--- src/hdl/mrtc_pkg.sv ---
// Shared types and constants for the memory region table check block.
package mrtc_pkg;

  localparam int unsigned ADDR_W = 32;
  localparam int unsigned KIND_W = 8;
  localparam int unsigned SUM_W  = 21;
  localparam int unsigned STAT_W = 2;
  localparam int unsigned CMD_W  = 2;

  localparam logic [ADDR_W-1:0] MB_BOUNDARY    = 32'h0010_0000;
  localparam logic [SUM_W-1:0]  FIRST_MB_PAGES = SUM_W'(1024 >> 2);
  localparam logic [SUM_W-1:0]  SUM_MAX        = 21'h1F_FFFF;
  localparam logic [SUM_W-1:0]  LIMIT_RESET    = 21'd262144;

  localparam logic [KIND_W-1:0] KIND_EMPTY = 8'd0;
  localparam logic [KIND_W-1:0] KIND_AVAIL = 8'd1;
  localparam logic [KIND_W-1:0] KIND_RESV  = 8'd2;

  typedef enum logic [CMD_W-1:0] {
    CMD_LOAD    = 2'd0,
    CMD_RESERVE = 2'd1,
    CMD_CHECK   = 2'd2,
    CMD_NOP     = 2'd3
  } cmd_e;

  typedef enum logic [STAT_W-1:0] {
    STAT_DONE    = 2'd0,
    STAT_SKIPPED = 2'd1,
    STAT_FULL    = 2'd2,
    STAT_REFUSED = 2'd3
  } status_e;

  typedef enum logic [1:0] {
    ST_IDLE,
    ST_PREP,
    ST_SCAN,
    ST_FINISH
  } state_e;

  // Query token walking the cell chain
  typedef struct packed {
    logic              valid;
    logic              avail;
    logic              resv;
    logic              found;
    logic [ADDR_W-1:0] addr;
  } token_t;

  // Table entry write
  typedef struct packed {
    logic [ADDR_W-1:0] rgn_start;
    logic [ADDR_W-1:0] rgn_end;
    logic              high;
    logic [KIND_W-1:0] kind;
  } entry_t;

endpackage

--- src/hdl/mrtc_in_if.sv ---
// Input command channel: valid/ready with the command payload.
interface mrtc_in_if;
  logic        valid;
  logic        ready;
  logic [1:0]  cmd;
  logic [63:0] base;
  logic [63:0] length;
  logic [31:0] end_addr;
  logic [7:0]  region_type;

  modport source (output valid, output cmd, output base, output length, output end_addr,
                  output region_type, input ready);
  modport sink   (input valid, input cmd, input base, input length, input end_addr,
                  input region_type, output ready);
endinterface

--- src/hdl/mrtc_out_if.sv ---
// Result channel: valid/ready with status, availability and page total.
interface mrtc_out_if;
  logic        valid;
  logic        ready;
  logic [1:0]  status;
  logic        available;
  logic [20:0] page_total;

  modport source (output valid, output status, output available, output page_total,
                  input ready);
  modport sink   (input valid, input status, input available, input page_total,
                  output ready);
endinterface

--- src/hdl/mrtc_ctrl.sv ---
// Command sequencer: handshakes, load math, page sum, table writes, result register.
module mrtc_ctrl #(
  parameter int unsigned TABLE_ENTRIES = 32,
  parameter int unsigned PAGE_BITS     = 12,
  localparam int unsigned IDX_W        = $clog2(TABLE_ENTRIES),
  localparam int unsigned SLOT_W       = $clog2(TABLE_ENTRIES + 1)
) (
  input  logic                         clk_i,
  input  logic                         rst_ni,
  mrtc_in_if.sink                      in_i,
  mrtc_out_if.source                   out_o,
  input  logic                         cfg_we_i,
  input  logic [mrtc_pkg::SUM_W-1:0]   cfg_wdata_i,
  output mrtc_pkg::token_t             tok_o,
  input  mrtc_pkg::token_t             tok_i,
  input  logic [IDX_W-1:0]             idx_i,
  output logic                         wr_en_o,
  output logic [IDX_W-1:0]             wr_idx_o,
  output mrtc_pkg::entry_t             wr_o
);

  localparam int unsigned AW    = mrtc_pkg::ADDR_W;
  localparam int unsigned SW    = mrtc_pkg::SUM_W;
  localparam int unsigned ACC_W = SW + 1;
  localparam int unsigned PG_W  = AW - PAGE_BITS;
  localparam logic [AW-1:0] FRAME_MASK = ~((AW'(1) << PAGE_BITS) - AW'(1));

  mrtc_pkg::state_e state_q, state_d;

  logic [1:0]  cmd_q;
  logic [63:0] base_q, len_q;
  logic [31:0] end_addr_q;
  logic [7:0]  type_q;
  logic [AW-1:0] last_q;
  logic          high_q;
  logic          usable_q, found_q;
  logic [IDX_W-1:0] fidx_q;

  logic [SLOT_W-1:0] slot_q;
  logic [SW-1:0]     page_sum_q, page_sum_d;
  logic [SW-1:0]     page_limit_q;

  logic       out_valid_q;
  logic [1:0] out_status_q;
  logic       out_avail_q;

  logic accept, launch, fin, out_free, in_rdy;
  logic load_ok, resv_ok, add_pages;
  logic [63:0]    last_c;
  logic [AW-1:0]  fs, fe, diff;
  logic [PG_W-1:0] pages;
  logic [ACC_W-1:0] sum_wide, tot_wide;
  mrtc_pkg::status_e status_c;

  assign out_free = !out_valid_q || out_o.ready;
  assign accept   = in_i.valid && in_rdy;
  assign in_i.ready = in_rdy;

  // Next state
  always_comb begin
    state_d = state_q;
    unique case (state_q)
      mrtc_pkg::ST_IDLE: begin
        if (accept) begin
          if (in_i.cmd == mrtc_pkg::CMD_LOAD) begin
            state_d = mrtc_pkg::ST_PREP;
          end else if (in_i.cmd == mrtc_pkg::CMD_NOP) begin
            state_d = mrtc_pkg::ST_FINISH;
          end else begin
            state_d = mrtc_pkg::ST_SCAN;
          end
        end
      end
      mrtc_pkg::ST_PREP: state_d = mrtc_pkg::ST_FINISH;
      mrtc_pkg::ST_SCAN: begin
        if (tok_i.valid) begin
          state_d = mrtc_pkg::ST_FINISH;
        end
      end
      mrtc_pkg::ST_FINISH: begin
        if (out_free) begin
          state_d = mrtc_pkg::ST_IDLE;
        end
      end
      default: state_d = mrtc_pkg::ST_IDLE;
    endcase
  end

  // State outputs
  always_comb begin
    in_rdy = 1'b0;
    launch = 1'b0;
    fin    = 1'b0;
    unique case (state_q)
      mrtc_pkg::ST_IDLE: begin
        in_rdy = 1'b1;
        launch = in_i.valid && ((in_i.cmd == mrtc_pkg::CMD_RESERVE)
                                || (in_i.cmd == mrtc_pkg::CMD_CHECK));
      end
      mrtc_pkg::ST_FINISH: fin = out_free;
      default: ;
    endcase
  end

  always_comb begin
    tok_o       = '0;
    tok_o.valid = launch;
    tok_o.addr  = in_i.base[AW-1:0];
  end

  // Load and reserve decisions
  assign last_c  = base_q + len_q - 64'd1;
  assign load_ok = (cmd_q == mrtc_pkg::CMD_LOAD) && (len_q != '0)
                   && (slot_q < SLOT_W'(TABLE_ENTRIES));
  assign resv_ok = (cmd_q == mrtc_pkg::CMD_RESERVE) && usable_q && found_q;

  always_comb begin
    priority if (cmd_q == mrtc_pkg::CMD_LOAD) begin
      status_c = load_ok ? mrtc_pkg::STAT_DONE : mrtc_pkg::STAT_SKIPPED;
    end else if (cmd_q == mrtc_pkg::CMD_RESERVE) begin
      if (!usable_q) begin
        status_c = mrtc_pkg::STAT_REFUSED;
      end else if (!found_q) begin
        status_c = mrtc_pkg::STAT_FULL;
      end else begin
        status_c = mrtc_pkg::STAT_DONE;
      end
    end else begin
      status_c = mrtc_pkg::STAT_DONE;
    end
  end

  assign wr_en_o = fin && (load_ok || resv_ok);
  always_comb begin
    if (cmd_q == mrtc_pkg::CMD_LOAD) begin
      wr_idx_o     = slot_q[IDX_W-1:0];
      wr_o.rgn_start = base_q[AW-1:0];
      wr_o.rgn_end   = last_q;
      wr_o.high      = high_q;
      wr_o.kind      = type_q;
    end else begin
      wr_idx_o     = fidx_q;
      wr_o.rgn_start = base_q[AW-1:0];
      wr_o.rgn_end   = end_addr_q;
      wr_o.high      = 1'b0;
      wr_o.kind      = mrtc_pkg::KIND_RESV;
    end
  end

  // Page sum, saturating
  assign fs        = base_q[AW-1:0] & FRAME_MASK;
  assign fe        = last_q & FRAME_MASK;
  assign diff      = fe - fs;
  assign pages     = diff[AW-1:PAGE_BITS];
  assign add_pages = fin && load_ok && (type_q == mrtc_pkg::KIND_AVAIL) && !high_q
                     && (fs >= mrtc_pkg::MB_BOUNDARY);
  assign sum_wide  = ACC_W'(page_sum_q) + ACC_W'(pages);

  always_comb begin
    page_sum_d = page_sum_q;
    if (add_pages) begin
      if (sum_wide >= ACC_W'(mrtc_pkg::SUM_MAX)) begin
        page_sum_d = mrtc_pkg::SUM_MAX;
      end else begin
        page_sum_d = sum_wide[SW-1:0];
      end
    end
  end

  assign tot_wide = ACC_W'(page_sum_q) + ACC_W'(mrtc_pkg::FIRST_MB_PAGES);

  assign out_o.valid      = out_valid_q;
  assign out_o.status     = out_status_q;
  assign out_o.available  = out_avail_q;
  assign out_o.page_total = (tot_wide > ACC_W'(page_limit_q)) ? page_limit_q
                                                              : tot_wide[SW-1:0];

  always_ff @(posedge clk_i or negedge rst_ni) begin
    if (!rst_ni) begin
      state_q      <= mrtc_pkg::ST_IDLE;
      slot_q       <= '0;
      page_sum_q   <= '0;
      page_limit_q <= mrtc_pkg::LIMIT_RESET;
      out_valid_q  <= 1'b0;
    end else begin
      state_q    <= state_d;
      page_sum_q <= page_sum_d;
      if (fin && load_ok) begin
        slot_q <= slot_q + SLOT_W'(1);
      end
      if (cfg_we_i) begin
        page_limit_q <= cfg_wdata_i;
      end
      if (fin) begin
        out_valid_q <= 1'b1;
      end else if (out_o.ready) begin
        out_valid_q <= 1'b0;
      end
    end
  end

  always_ff @(posedge clk_i) begin
    if (accept) begin
      cmd_q      <= in_i.cmd;
      base_q     <= in_i.base;
      len_q      <= in_i.length;
      end_addr_q <= in_i.end_addr;
      type_q     <= in_i.region_type;
    end
    if (state_q == mrtc_pkg::ST_PREP) begin
      last_q <= last_c[AW-1:0];
      high_q <= (base_q[63:AW] != '0) || (last_c[63:AW] != '0);
    end
    if ((state_q == mrtc_pkg::ST_SCAN) && tok_i.valid) begin
      usable_q <= tok_i.avail && !tok_i.resv;
      found_q  <= tok_i.found;
      fidx_q   <= idx_i;
    end
    if (fin) begin
      out_status_q <= status_c;
      out_avail_q  <= (cmd_q == mrtc_pkg::CMD_CHECK) && usable_q;
    end
  end

endmodule

--- src/flat_wrapper.sv ---
// flat-port wrapper written by rule: the top's interface ports become plain ports
module mrtc_ctrl_flat 
#(
  parameter int unsigned TABLE_ENTRIES = 32,
  parameter int unsigned PAGE_BITS     = 12,
  localparam int unsigned IDX_W        = $clog2(TABLE_ENTRIES),
  localparam int unsigned SLOT_W       = $clog2(TABLE_ENTRIES + 1)
)
  (clk_i, rst_ni, cfg_we_i, cfg_wdata_i, tok_o, tok_i, idx_i, wr_en_o, wr_idx_o, wr_o, in_i_valid, in_i_cmd, in_i_base, in_i_length, in_i_end_addr, in_i_region_type, in_i_ready, out_o_valid, out_o_status, out_o_available, out_o_page_total, out_o_ready);
  mrtc_in_if in_i_i ();
  mrtc_out_if out_o_i ();
  input  logic clk_i;
  input  logic rst_ni;
  input  logic cfg_we_i;
  input  logic [mrtc_pkg::SUM_W-1:0] cfg_wdata_i;
  output mrtc_pkg::token_t tok_o;
  input  mrtc_pkg::token_t tok_i;
  input  logic [IDX_W-1:0] idx_i;
  output logic wr_en_o;
  output logic [IDX_W-1:0] wr_idx_o;
  output mrtc_pkg::entry_t wr_o;
  input wire logic [$bits(in_i_i.valid)-1:0] in_i_valid;
  input wire logic [$bits(in_i_i.cmd)-1:0] in_i_cmd;
  input wire logic [$bits(in_i_i.base)-1:0] in_i_base;
  input wire logic [$bits(in_i_i.length)-1:0] in_i_length;
  input wire logic [$bits(in_i_i.end_addr)-1:0] in_i_end_addr;
  input wire logic [$bits(in_i_i.region_type)-1:0] in_i_region_type;
  output wire logic [$bits(in_i_i.ready)-1:0] in_i_ready;
  output wire logic [$bits(out_o_i.valid)-1:0] out_o_valid;
  output wire logic [$bits(out_o_i.status)-1:0] out_o_status;
  output wire logic [$bits(out_o_i.available)-1:0] out_o_available;
  output wire logic [$bits(out_o_i.page_total)-1:0] out_o_page_total;
  input wire logic [$bits(out_o_i.ready)-1:0] out_o_ready;
  assign in_i_i.valid = in_i_valid;
  assign in_i_i.cmd = in_i_cmd;
  assign in_i_i.base = in_i_base;
  assign in_i_i.length = in_i_length;
  assign in_i_i.end_addr = in_i_end_addr;
  assign in_i_i.region_type = in_i_region_type;
  assign in_i_ready = in_i_i.ready;
  assign out_o_valid = out_o_i.valid;
  assign out_o_status = out_o_i.status;
  assign out_o_available = out_o_i.available;
  assign out_o_page_total = out_o_i.page_total;
  assign out_o_i.ready = out_o_ready;
  mrtc_ctrl #(.TABLE_ENTRIES(TABLE_ENTRIES), .PAGE_BITS(PAGE_BITS)) u_core (.clk_i(clk_i), .rst_ni(rst_ni), .in_i(in_i_i), .out_o(out_o_i), .cfg_we_i(cfg_we_i), .cfg_wdata_i(cfg_wdata_i), .tok_o(tok_o), .tok_i(tok_i), .idx_i(idx_i), .wr_en_o(wr_en_o), .wr_idx_o(wr_idx_o), .wr_o(wr_o));
endmodule
--- config.mk ---
export PLATFORM = sky130hd
export DESIGN_NAME = mrtc_ctrl_flat
export DESIGN_NICKNAME = d
export VERILOG_FILES = /design/src/hdl/mrtc_pkg.sv /design/src/hdl/mrtc_in_if.sv /design/src/hdl/mrtc_out_if.sv /design/src/hdl/mrtc_ctrl.sv /design/src/flat_wrapper.sv
export SDC_FILE = /design/constraint.sdc
export NUM_CORES = 1
export LEC_CHECK = 0
export BUFFER_PORTS_ARGS = -buffer_cell sky130_fd_sc_hd__buf_2
export CAP_MARGIN = 20
export CORE_MARGIN = 2
export CORE_UTILIZATION = 56
export DETAILED_ROUTE_END_ITERATION = 12
export GPL_TIMING_DRIVEN = 0
export PLACE_DENSITY = 0.81
export SLEW_MARGIN = 20
export SYNTH_ARGS = -nofsm -noshare
export SYNTH_HDL_FRONTEND = slang
export SYNTH_SLANG_ARGS = --single-unit
--- constraint.sdc ---
create_clock -name clk_i -period 14.2 [get_ports clk_i]
set_input_delay 2.84 -clock clk_i [delete_from_list [all_inputs] [get_ports clk_i]]
set_output_delay 2.84 -clock clk_i [all_outputs]
set_load 0.02 [all_outputs]
==> summary.txt <==
Drt
  – Drt first pass iters: 5
  – Wirelength, routed: 49100 um
  – DRC Markers: 0
  – Total number of vias: 15100
  – Routed WL per cell: 17.9 um
  – Via/cell ratio: 5.53
  – Initial DRC Count: 849
  – Routed Antenna Nets: 0

Floorplanning
  – Die Span X: 185 um
  – Num ports: 378
  – Die area: 0.0343 sq mm
  – Initial Util: 56.7%
  – Rows: 66
  – Core area: 0.0325 sq mm
  – Chip height: 185 um

Worst setup path
  – R2r setup slk: 8580 ps
  – Worst path arrival time: 5250 ps
  – Last element of the critical path: out_o_page_total[9]
  – Crit path max fanout: 10
  – Worst-case reg-to-reg path depth: 21
  – Reg2reg start: u_core.base_q[12]
  – Critical path launch point: u_core.page_sum_q[10]
  – Largest stage delay on the critical path: 580 ps
  – Setup CP Type: register to output pin
  – CP max-delay cell: buf_1
  – RR Endpoint: u_core.page_sum_q[2]
  – Worst path top cell family by delay: simple AND/OR/NAND/NOR gates
  – Cell Chain, Critical Path: and3_1 > and3_1 > nand3_1 > nor2_1 > nand2_1 > xnor2_1 > ha_1 > nand4_1 > nor2_1 > nand4_1 > a21oi_1 > o41a_1 > o21a_1 > o21a_1 > clkbuf_1 > buf_1 > mux2i_1 > a311o_1 > buf_2
  – CP required: 11360 ps
  – Worst setup SP type: register
  – Worst path depth: 19
  – Worst setup EP type: output pin
  – Buf+Inv Stages, Crit Path: 3

Power
  – Worst vdd rail ir drop: 161 uV
  – PnR Total Power: 3.64 mW
  – Power per Cell Area: 167 mW/mm^2
  – Lkg Pwr: 10.1 nW

Yosys
  – Post-Synthesis Cells: 1895
  – Top-count cell post-synth: inv_1
  – Mean Syn Cell Area: 9.71 sq um
  – Synth top cells by count: 321 x inv_1, 213 x edfxtp_1, 193 x ha_1, 125 x nand2_1, 88 x a21oi_1
  – Yosys top cell area share: 34.8%
  – EDFF count, synth: 213
  – Library cells used by synthesis: 80
  – Area leader, netlist: edfxtp_1
  – Async set or reset register ratio after synthesis: 19.3%
  – Seq/Total Area, Yosys: 41.7%
  – Register bit total from synthesis: 264
  – Yosys Warn Count: 0
  – Mapped Area: 0.0184 sq mm
  – Largest cells by area after synthesis: edfxtp_1 35%, ha_1 13%, dfrtp_1 6.8%
  – Top_reg_cell synth: edfxtp_1

STA
  – Setup violators final: 0
  – Unrepaired setup endpoints after global routing: no
  – Final period util: 56.9%
  – Hold Fails Final Rpt: 0
  – Fmax: 0.124 GHz
  – Setup Skew: 16.8 ps
  – Final TNS setup: 0 ps
  – Max Slew Vio Count: 0
  – Min Tclk post-route: 8090 ps
  – Worst Max-Slew Pin Slew: 1140 ps
  – Rel. slew slack: 23.1%

Global routing
  – GRT met1 Usage: 35.0%
  – Number of global-route vias before repair: 14600
  – First-pass GRT wire length: 74700 um
  – GRT Util Overall: 27.9%
  – Gr busiest metal: met2
  – Congestion Overflow GR: 0
  – Met2 GRT Util: 47.7%
  – Met3 Use GR: 4.70%
  – Initial antenna violation count: 1
  – Largest net degree at the start of global routing: 65

CTS
  – # H-tree levels: 1
  – Post-CTS setup buffers: 0
  – Longest Clk Path Bufs: 3
  – Clock root buffer: clkbuf_16
  – Worst-skew pair later-pin latency: 590 ps
  – CTS clk-pin slew, worst paths: 70 ps
  – Total CTS buffers: 29
  – CTS resizes: 0
  – CTS Hold Bufs: 0
  – CTS sink cnt: 264
  – TritonCTS clock tree: built

Place
  – Placer Congestion: 0.939
  – DP Wirelength: 39300 um
  – Number of I/O port buffers: 342

Layout
  – Share of cells above drive strength 1: 22.9%
  – Layout Nets: 2707
  – Layout area overhead: 18.3%

Outcome
  – Outcome: complete, no violations

Job
  – Max Cap Violations: 0

Min path
  – Hold Path Class: register to register
-- metrics by stage --
step                      util (%)  setup slack (ps)  hold slack, ps  std cells  area (sq um)
final                         67.0              6110             493       2741         21800
after detailed placement      64.0              6710             486       2685         20800
after global routing          67.0              5780             517       2740         21800
after global placement        63.7              5480             473       2681         20700
after CTS                     67.0              6070             498       2739         21800
after floorplan                  -              6960             444       1897         18400
-- placed cells by master (no fill, tap or decap), types with 5 or more instances in the layout --
cell	instances
nand3b_1	8
o21ai_0	86
and3_1	8
buf_4	69
nor3_1	35
o31ai_1	7
edfxtp_1	213
mux2i_1	11
o22ai_1	5
dfrtp_1	50
a21boi_0	8
nand3_1	49
nand2_1	125
inv_1	321
o21bai_1	12
or3_1	8
a21o_1	44
nor4_1	44
xor2_1	30
o311ai_0	5
a211oi_1	10
mux2_2	39
nor2b_1	20
nand4_1	30
clkinv_2	9
nand2b_1	13
o21a_1	23
and2_1	14
nor2_1	81
ha_1	192
a21oi_1	88
xnor2_1	66
buf_2	343
o21ai_1	5
a311oi_1	8
o211ai_1	31
a311o_1	13
a31oi_1	14
clkbuf_1	47
clkbuf_16	29
-- metal layers --
metal	routed length (um)	part of all wire, %	up-vias
li1	-	-	7400
met1	20200	41	7092
met2	23700	48	542
met3	3110	6.3	113
met4	2130	4.3	0
met5	0	0	-
-- report_power, final --
group,leakage [nW],internal (mW),switching [mW]
Sequential,2.61,1.04,0.0871
Clock,0.478,0.444,0.326
Combinational,7.01,0.704,1.04
-- worst register-to-register path: cells and delay by family (launching register included) --
family,cells,cell delay (ps)
AO/OA/AOI/OAI,12,2870
adder cells (fa/ha/maj),3,990
AND/OR/NAND/NOR,4,590
flip-flops,1,440
buffers and inverters,1,420
XOR/XNOR,1,150
-- worst min-delay path by stage --
stage	slack, ps	from	cells past startpoint	to
global route	520	u_core.slot_q[5]	1	u_core.slot_q[5]
global placement	470	u_core.slot_q[5]	1	u_core.slot_q[5]
CTS	500	u_core.slot_q[4]	1	u_core.slot_q[4]
detailed placement	490	u_core.slot_q[5]	1	u_core.slot_q[5]
finish	490	u_core.slot_q[5]	1	u_core.slot_q[5]
floorplan	440	u_core.slot_q[5]	1	u_core.slot_q[5]
-- area by class of cell --
class | instances | area [sq um]
Clock inverter | 18 | 199
Timing Repair Buffer | 346 | 1820
Antenna cell | 2 | 5.00
Fill cell | 2575 | 10700
Sequential cell | 264 | 7670
Clock buffer | 36 | 772
Multi-Input combinational cell | 1197 | 8830
Tap cell | 442 | 553
Buffer | 115 | 697
Inverter | 321 | 1200
-- kinds of logic (layout without fill, tap and decap cells) --
group	count (synthesis)	count (layout)	share of synthesized area, %
AO/OA/AOI/OAI	396	396	14.4
XOR/XNOR	96	96	4.57
adder cells (fa/ha/maj)	196	196	13.5
buffers and inverters	436	836	10.3
flip-flops	264	264	41.7
multiplexers	50	50	2.99
other	1	5	0.0204
AND/OR/NAND/NOR	456	456	12.5
-- registers in the layout, summed over array words and instances (netlist names) --
name,cells
u_core.base_q,64
u_core.cmd_q,2
u_core.end_addr_q,32
u_core.fidx_q,5
u_core.found_q,1
u_core.high_q,1
u_core.last_q,32
u_core.len_q,64
u_core.out_o.available,1
u_core.out_o.status,2
u_core.out_o.valid,1
u_core.page_limit_q,21
u_core.page_sum_q,21
u_core.slot_q,6
u_core.state_q,2
u_core.type_q,8
u_core.usable_q,1
No activity file was read; power rests on OpenSTA's default activity.
